===== src/rtl/dbr_pkg.sv =====
// ----------------------------------------------------------------------------
// dbr_pkg
// Shared types, constants and helpers for the de Bruijn next-hop router.
// ----------------------------------------------------------------------------
package dbr_pkg;

    localparam int ID_W      = 16;
    localparam int SHIFT_W   = 5;   // holds a shift of 0..ID_W plus one digit
    localparam int LOG_W     = 4;
    localparam int CFG_IDX_W = 1;

    // log2 thresholds that select a digit of 2 and of 4 bits
    localparam int LG_DIGIT2_MIN = 3;
    localparam int LG_DIGIT4_MIN = 7;

    typedef logic [ID_W-1:0]    id_t;
    typedef logic [SHIFT_W-1:0] shift_t;
    typedef logic [LOG_W-1:0]   log_t;

    typedef enum logic [CFG_IDX_W-1:0] {
        CFG_SELF_ID    = 1'b0,
        CFG_NODE_COUNT = 1'b1
    } cfg_idx_t;

    typedef struct packed {
        logic load;
        logic scan_step;
        logic hop_calc;
        logic emit_self;
        logic emit_hop;
    } dbr_cmd_t;

    typedef struct packed {
        logic eq_self;
        logic match;
        logic zero_shift;
        logic scan_end;
    } dbr_status_t;

    // Priority encoder: index of the highest set bit, zero for zero
    function automatic log_t floor_log2(id_t v);
        log_t r;
        r = '0;
        for (int k = 1; k < ID_W; k++) begin
            if (v[k]) begin
                r = LOG_W'(k);
            end
        end
        return r;
    endfunction

endpackage


===== src/rtl/dbr_datapath.sv =====
// ----------------------------------------------------------------------------
// dbr_datapath
// Configuration registers, overlay geometry, shift-match unit and hop logic.
// ----------------------------------------------------------------------------
module dbr_datapath (
    input  logic                         clk,
    input  logic                         rst_n,
    input  logic                         cfg_valid,
    input  logic                         cfg_ready,
    input  logic [dbr_pkg::CFG_IDX_W-1:0] cfg_index,
    input  dbr_pkg::id_t                 cfg_data,
    input  dbr_pkg::id_t                 target_id,
    input  dbr_pkg::dbr_cmd_t            cmd,
    output dbr_pkg::dbr_status_t         status,
    output dbr_pkg::id_t                 hop_id,
    output logic                         is_self,
    output logic                         used_fallback,
    output logic                         done
);

    dbr_pkg::id_t    self_reg,  self_next;
    dbr_pkg::id_t    count_reg, count_next;
    dbr_pkg::id_t    t_reg,     t_next;
    dbr_pkg::shift_t i_reg,     i_next;
    dbr_pkg::shift_t p_reg,     p_next;
    dbr_pkg::shift_t w_reg,     w_next;
    dbr_pkg::id_t    mask_reg,  mask_next;
    dbr_pkg::id_t    hop_reg,   hop_next;
    dbr_pkg::id_t    out_hop_reg, out_hop_next;
    logic            is_self_reg, is_self_next;
    logic            fb_reg,    fb_next;
    logic            done_reg,  done_next;

    dbr_pkg::log_t   lg;
    dbr_pkg::shift_t p_val;
    dbr_pkg::shift_t w_val;
    logic [dbr_pkg::ID_W:0] mask_wide;

    dbr_pkg::id_t    shifted_self;
    dbr_pkg::id_t    scan_mask;
    dbr_pkg::shift_t i_sum;
    logic [2*dbr_pkg::ID_W-1:0] hop_wide;

    // Geometry of the overlay from the node count
    always_comb
    begin
        lg = dbr_pkg::floor_log2(count_reg);
        if (lg < dbr_pkg::LOG_W'(dbr_pkg::LG_DIGIT2_MIN)) begin
            p_val = dbr_pkg::SHIFT_W'(1);
        end else if (lg < dbr_pkg::LOG_W'(dbr_pkg::LG_DIGIT4_MIN)) begin
            p_val = dbr_pkg::SHIFT_W'(2);
        end else begin
            p_val = dbr_pkg::SHIFT_W'(4);
        end
        w_val     = (dbr_pkg::SHIFT_W'(lg) + p_val) & ~(p_val - dbr_pkg::SHIFT_W'(1));
        mask_wide = (dbr_pkg::ID_W+1)'(1) << w_val;
        mask_wide = mask_wide - (dbr_pkg::ID_W+1)'(1);
    end

    // Compare target against self shifted up by the current shift amount
    always_comb
    begin
        shifted_self = dbr_pkg::ID_W'(self_reg << i_reg);
        scan_mask    = mask_reg & dbr_pkg::ID_W'({dbr_pkg::ID_W{1'b1}} << i_reg);
        i_sum        = i_reg + p_reg;
        hop_wide     = ({{dbr_pkg::ID_W{1'b0}}, self_reg} << i_reg)
                     | {{dbr_pkg::ID_W{1'b0}}, t_reg};
        hop_wide     = hop_wide >> (i_reg - p_reg);
    end

    assign status.eq_self    = (t_reg == self_reg);
    assign status.match      = (((shifted_self ^ t_reg) & scan_mask) == '0);
    assign status.zero_shift = (i_reg == '0);
    assign status.scan_end   = (i_sum >= w_reg);

    always_comb
    begin
        self_next    = self_reg;
        count_next   = count_reg;
        t_next       = t_reg;
        i_next       = i_reg;
        p_next       = p_reg;
        w_next       = w_reg;
        mask_next    = mask_reg;
        hop_next     = hop_reg;
        out_hop_next = out_hop_reg;
        is_self_next = is_self_reg;
        fb_next      = fb_reg;
        done_next    = cmd.emit_self | cmd.emit_hop;

        if (cfg_valid && cfg_ready) begin
            unique case (dbr_pkg::cfg_idx_t'(cfg_index))
                dbr_pkg::CFG_SELF_ID:    self_next  = cfg_data;
                dbr_pkg::CFG_NODE_COUNT: count_next = cfg_data;
                default: ;
            endcase
        end

        if (cmd.load) begin
            t_next    = target_id;
            i_next    = '0;
            p_next    = p_val;
            w_next    = w_val;
            mask_next = dbr_pkg::ID_W'(mask_wide);
        end

        if (cmd.scan_step) begin
            i_next = i_sum;
        end

        if (cmd.hop_calc) begin
            hop_next = dbr_pkg::ID_W'(hop_wide) & mask_reg;
        end

        if (cmd.emit_self) begin
            out_hop_next = self_reg;
            is_self_next = status.eq_self;
            fb_next      = 1'b0;
        end

        // Drop the top digit when the hop is outside the overlay
        if (cmd.emit_hop) begin
            is_self_next = 1'b0;
            if (hop_reg >= count_reg) begin
                out_hop_next = hop_reg & (mask_reg >> p_reg);
                fb_next      = 1'b1;
            end else begin
                out_hop_next = hop_reg;
                fb_next      = 1'b0;
            end
        end
    end

    always_ff @(posedge clk or negedge rst_n)
    begin
        if (!rst_n) begin
            self_reg  <= '0;
            count_reg <= dbr_pkg::ID_W'(1);
            done_reg  <= 1'b0;
        end else begin
            self_reg  <= self_next;
            count_reg <= count_next;
            done_reg  <= done_next;
        end
    end

    always_ff @(posedge clk)
    begin
        t_reg       <= t_next;
        i_reg       <= i_next;
        p_reg       <= p_next;
        w_reg       <= w_next;
        mask_reg    <= mask_next;
        hop_reg     <= hop_next;
        out_hop_reg <= out_hop_next;
        is_self_reg <= is_self_next;
        fb_reg      <= fb_next;
    end

    assign hop_id        = out_hop_reg;
    assign is_self       = is_self_reg;
    assign used_fallback = fb_reg;
    assign done          = done_reg;

endmodule


===== src/rtl/dbr_ctrl.sv =====
// ----------------------------------------------------------------------------
// dbr_ctrl
// Sequencer: load, self check, digit-shift scan, hop build and result issue.
// ----------------------------------------------------------------------------
module dbr_ctrl (
    input  logic                 clk,
    input  logic                 rst_n,
    input  logic                 start,
    input  dbr_pkg::dbr_status_t status,
    output dbr_pkg::dbr_cmd_t    cmd,
    output logic                 busy
);

    typedef enum logic [2:0] {
        ST_IDLE,
        ST_SETUP,
        ST_SCAN,
        ST_HOP,
        ST_EMIT
    } state_t;

    state_t state_reg, state_next;

    always_comb
    begin
        state_next = state_reg;
        cmd        = '0;
        unique case (state_reg)
            ST_IDLE:
            begin
                if (start) begin
                    cmd.load   = 1'b1;
                    state_next = ST_SETUP;
                end
            end
            ST_SETUP:
            begin
                if (status.eq_self) begin
                    cmd.emit_self = 1'b1;
                    state_next    = ST_IDLE;
                end else begin
                    state_next = ST_SCAN;
                end
            end
            ST_SCAN:
            begin
                if (status.match) begin
                    // match with no shift: target only differs outside the mask
                    if (status.zero_shift) begin
                        cmd.emit_self = 1'b1;
                        state_next    = ST_IDLE;
                    end else begin
                        state_next = ST_HOP;
                    end
                end else begin
                    cmd.scan_step = 1'b1;
                    if (status.scan_end) begin
                        state_next = ST_HOP;
                    end
                end
            end
            ST_HOP:
            begin
                cmd.hop_calc = 1'b1;
                state_next   = ST_EMIT;
            end
            ST_EMIT:
            begin
                cmd.emit_hop = 1'b1;
                state_next   = ST_IDLE;
            end
            default:
            begin
                state_next = ST_IDLE;
            end
        endcase
    end

    always_ff @(posedge clk or negedge rst_n)
    begin
        if (!rst_n) begin
            state_reg <= ST_IDLE;
        end else begin
            state_reg <= state_next;
        end
    end

    assign busy = (state_reg != ST_IDLE);

endmodule


===== src/rtl/debruijn_next_hop_router.sv =====
// ----------------------------------------------------------------------------
// debruijn_next_hop_router
// Next-hop lookup for a de Bruijn overlay seen from this node.
// ----------------------------------------------------------------------------
// An item is taken when start is high and busy is low; the result shows on
// hop_id, is_self and used_fallback for exactly one cycle with done high,
// and the receiver cannot stall it. A target equal to this node returns
// after the self check, and a match at shift zero after the first compare.
// Otherwise one shared compare unit checks one digit shift per cycle, then
// the hop is built and issued; the number of shifts tried is 1 up to 4,
// as the id width holds at most four digits; busy drops as done rises.
// Write self_id and node_count over the cfg channel only while busy is low.
// ----------------------------------------------------------------------------
module debruijn_next_hop_router (
    input  logic                          clk,
    input  logic                          rst_n,
    input  logic                          start,
    output logic                          busy,
    input  logic [dbr_pkg::ID_W-1:0]      target_id,
    output logic                          done,
    output logic [dbr_pkg::ID_W-1:0]      hop_id,
    output logic                          is_self,
    output logic                          used_fallback,
    input  logic                          cfg_valid,
    output logic                          cfg_ready,
    input  logic [dbr_pkg::CFG_IDX_W-1:0] cfg_index,
    input  logic [dbr_pkg::ID_W-1:0]      cfg_data
);

    dbr_pkg::dbr_cmd_t    cmd;
    dbr_pkg::dbr_status_t status;

    assign cfg_ready = 1'b1;

    dbr_ctrl u_ctrl (
        .clk    (clk),
        .rst_n  (rst_n),
        .start  (start),
        .status (status),
        .cmd    (cmd),
        .busy   (busy)
    );

    dbr_datapath u_datapath (
        .clk           (clk),
        .rst_n         (rst_n),
        .cfg_valid     (cfg_valid),
        .cfg_ready     (cfg_ready),
        .cfg_index     (cfg_index),
        .cfg_data      (cfg_data),
        .target_id     (target_id),
        .cmd           (cmd),
        .status        (status),
        .hop_id        (hop_id),
        .is_self       (is_self),
        .used_fallback (used_fallback),
        .done          (done)
    );

    // A result is only issued out of a working state
    assert property (@(posedge clk) disable iff (!rst_n) done |-> $past(busy))
        else $error("result issued while idle");

    // Results never come in adjacent cycles
    assert property (@(posedge clk) disable iff (!rst_n) done |=> !done)
        else $error("two results in adjacent cycles");

    // A taken item keeps the block busy in the next cycle
    assert property (@(posedge clk) disable iff (!rst_n) (start && !busy) |=> busy)
        else $error("item taken but block not busy");

    // Self routing never takes the fallback
    assert property (@(posedge clk) disable iff (!rst_n) (done && is_self) |-> !used_fallback)
        else $error("fallback flagged on self route");

endmodule

===== config.mk =====
export PLATFORM = sky130hd
export DESIGN_NAME = debruijn_next_hop_router
export DESIGN_NICKNAME = d
export VERILOG_FILES = /design/src/rtl/dbr_pkg.sv /design/src/rtl/dbr_datapath.sv /design/src/rtl/dbr_ctrl.sv /design/src/rtl/debruijn_next_hop_router.sv
export SDC_FILE = /design/constraint.sdc
export NUM_CORES = 1
export LEC_CHECK = 0
export ABC_AREA = 1
export BUFFER_PORTS_ARGS = -buffer_cell sky130_fd_sc_hd__clkbuf_2
export CAP_MARGIN = 20
export CORE_ASPECT_RATIO = 0.9
export CORE_MARGIN = 2
export CORE_UTILIZATION = 56
export CTS_CLUSTER_SIZE = 16
export DETAILED_ROUTE_END_ITERATION = 8
export PLACE_DENSITY = 0.85
export SETUP_SLACK_MARGIN = 0.5
export SKIP_LAST_GASP = 1
export SLEW_MARGIN = 10
export SYNTH_ARGS = -nofsm -noshare
export SYNTH_HDL_FRONTEND = slang
export SYNTH_SLANG_ARGS = --single-unit

===== constraint.sdc =====
create_clock -name clk -period 3.3 [get_ports clk]
set_input_delay 0.33 -clock clk [delete_from_list [all_inputs] [get_ports clk]]
set_output_delay 0.33 -clock clk [all_outputs]
set_load 0.01 [all_outputs]

==> results.toml <==
[worst_setup_path]
crit-reg2reg-launch = "u_datapath.i_reg[0]"
critPathRequiredTime_ns = 3.56
worst_setup_path_startpoint = "u_datapath.i_reg[0]"
timing.critical_path.fanout_max = 8
critical_path.startpoint_type = "flop"
timing.critical_path.to_type = "flop"
timing.critical_path.arrival_ns = 3.64
worst-setup-path-type = "reg -> reg"

[synth]
ys_ff_latch = 107
synthesis.instances = 1216
synth_seq_area_share_pct = 34.2
netlist_area_before_placement_mm2 = 0.00883
synth_flop_cell = "sky130_fd_sc_hd__edfxtp_1"
mean_post_synth_cell_area_um2 = 7.26
synth-async-reset-ratio_pct = 33.6
ys_warn_count = 0
synthDistinctLibCells = 62
synth_edf_count = 70

[clocking]
cts_tree = "built"
number_of_buffers_created_by_cts = 9
clkLatencyLatePin_ns = 0.36
clockRootBuffer = "sky130_fd_sc_hd__clkbuf_16"
numClockSinks = 107
cts.htree.levels = 3
clockBufferDepth = 2
hold_buffers = 0
cts.reportedPaths.clkPinSlew_ns = 0.07

[timing]
finalWorstSetupSlack_ns = -0.0797
max-slew-margin-rel_pct = 37.2
worst-slew-pin-transition_ns = 0.939
drv_slew = 0
report.final.setup_viol = 24
post-route-min-period_ns = 3.38
min_period_over_period_pct = 102
max_clock_skew_ns = 0.00969
final_hold_viol_count = 0
rsz_0062_raised_after_global_routing = "true"
hold_ws_ns = 0.0910
fmax_mhz = 296

[hold_path]
hold_path_class = "in -> async"

[placement]
dp_hpwl_mm = 21.3
place_congestion = 1.08
portBuffers = 56
place_ws_ns = 0.0620

[global_routing]
number_of_antenna_violations_at_the_first_check_in_global_routing = 0
overall_global_routing_resource_usage_pct = 34.9
grt_pass1_wl_mm = 44.0
grt_start_max_net_pins = 37
grt-ovfl-total = 0
via_count_of_the_first_global_routing_pass = 8126

[routing]
routed_wl_mm = 32.1
drtAntennaViolNets = 0
post-route-drc-count = 1
wl_per_cell_um = 21.0
dr_total_vias = 9778
first_pass_iters = 9
drt_iter0_drc = 1960
vias_per_cell = 6.41

[final_layout]
final_net_count = 1405
commonest_non_fill_non_tap_cell_in_the_layout = "sky130_fd_sc_hd__nand2_1"
layout-drive-gt1-share_pct = 31.2
antennaDiodeCount = 0
syn2layout_area_growth_pct = 26.5
most-common-layout-cells = "sky130_fd_sc_hd__nand2_1 (289), sky130_fd_sc_hd__nand3_1 (134), sky130_fd_sc_hd__inv_1 (110)"

[run_status]
violations = "DRC, setup timing"
result_of_the_run = "finished with violations"

[floorplan]
ios = 58
die_area_mm2 = 0.0168
die_x_um = 136
floorplan.rows = 43
initial_core_util_pct = 57.2
die_y_um = 123
core_region_area_mm2 = 0.0154

[flow_run]
maxCapViolCount = 0
final timing paths:
kind / endpoint / slack [ns] / cells past startpoint
min in group clk: u_datapath.t_reg[7] / 0.13 / 1
worst min-delay path: u_datapath.count_reg[4] / 0.09 / 1
worst max register to register: u_datapath.is_self / -0.08 / 19
worst max-delay path: u_datapath.is_self / -0.08 / 19
max in group asynchronous: u_datapath.self_reg[2] / 2.59 / 1
worst min register to register: u_datapath.count_reg[7] / 0.50 / 2
timing repair:
action / 4_1_cts / 5_1_grt
resized for setup: 51 / 179
pin swaps: 20 / 65
endpoints found under the setup margin: 53 / 71
hold endpoints to repair: 0 / 0
cloned: 4 / 9
buffers inserted: 20 / 26
Yosys cell counts, types with 8 or more instances:
cell type | n | share of area (%)
sky130_fd_sc_hd__a21oi_1 | 27 | 1.5
sky130_fd_sc_hd__xor2_1 | 16 | 1.6
sky130_fd_sc_hd__inv_2 | 8 | 0.34
sky130_fd_sc_hd__nand2_1 | 327 | 14
sky130_fd_sc_hd__inv_1 | 123 | 5.2
sky130_fd_sc_hd__o21ai_0 | 91 | 5.2
sky130_fd_sc_hd__buf_2 | 24 | 1.4
sky130_fd_sc_hd__nor3_1 | 12 | 0.68
sky130_fd_sc_hd__clkbuf_1 | 25 | 1.1
sky130_fd_sc_hd__o211ai_1 | 14 | 1.2
sky130_fd_sc_hd__nand4_1 | 9 | 0.64
sky130_fd_sc_hd__nand2_2 | 12 | 0.85
sky130_fd_sc_hd__o21ai_1 | 21 | 1.2
sky130_fd_sc_hd__o21ai_2 | 18 | 1.8
sky130_fd_sc_hd__edfxtp_1 | 70 | 24
sky130_fd_sc_hd__nand3_1 | 186 | 11
sky130_fd_sc_hd__nor2_1 | 56 | 2.4
sky130_fd_sc_hd__dfrtp_1 | 35 | 9.9
sky130_fd_sc_hd__ha_1 | 46 | 6.5
cell families (layout without fill, tap and decap cells):
family                     after synthesis  count (layout)  share of synthesized area, %
buffers and inverters                  197             300                          9.76
muxes                                    6               6                         0.722
and+or+nand+nor                        636             639                          32.2
xor gates and xnor gates                17              17                          1.77
adders and majority gates               49              49                          7.20
other                                    1               3                        0.0425
AOI/OAI and AO/OA                      203             203                          14.1
DFF                                    107             107                          34.2
cell type report:
class | instances | area (um2)
clock buffers | 9 | 225
clock inverters | 7 | 82.6
fillers | 1047 | 4260
inverters | 133 | 532
multi-input cells | 917 | 5860
flip-flops and latches | 107 | 3030
well taps | 202 | 253
repair buffers | 148 | 1170
repair inverters | 3 | 27.5
metrics by stage:
stage,cell area [um2],std cells,setup TNS [ns],util [%]
finish,11200,1526,-1.28,72.4
global route,11200,1526,-1.87,72.4
CTS,10100,1491,0,65.5
detailed placement,9410,1451,0,61.0
global placement,9410,1451,0,61.0
floorplan,8890,1218,0,-
metal layers:
metal / share of wire (%) / track usage (%) / vias up
met1: 37 / 50.0 / 4403
met2: 42 / 50.8 / 842
met3: 15 / 9.02 / 223
met5: 0 / 0 / -
li1: - / - / 4310
met4: 6.4 / 12.8 / 0
worst max-delay path, stage by stage, from the launching register on:
cell and delay (ns):
sky130_fd_sc_hd__edfxtp_1 0.52, sky130_fd_sc_hd__buf_12 0.22, sky130_fd_sc_hd__nand2_2 0.08, sky130_fd_sc_hd__o21ai_2 0.07
sky130_fd_sc_hd__nand2_1 0.13, sky130_fd_sc_hd__o21ai_2 0.10, sky130_fd_sc_hd__or2_1 0.27, sky130_fd_sc_hd__o211ai_2 0.09
sky130_fd_sc_hd__nand3_1 0.11, sky130_fd_sc_hd__ha_2 0.31, sky130_fd_sc_hd__o21ai_1 0.07, sky130_fd_sc_hd__nand4_1 0.12
sky130_fd_sc_hd__a22o_1 0.21, sky130_fd_sc_hd__nand2_2 0.08, sky130_fd_sc_hd__nand4_4 0.13, sky130_fd_sc_hd__nor3_4 0.21
sky130_fd_sc_hd__nand2_4 0.17, sky130_fd_sc_hd__buf_6 0.20, sky130_fd_sc_hd__o21ai_2 0.12, sky130_fd_sc_hd__nor2_1 0.07
Power is left out: the tool's default activity adds up to more than one toggle a clock period on the data nets, which glitch-free logic cannot reach.
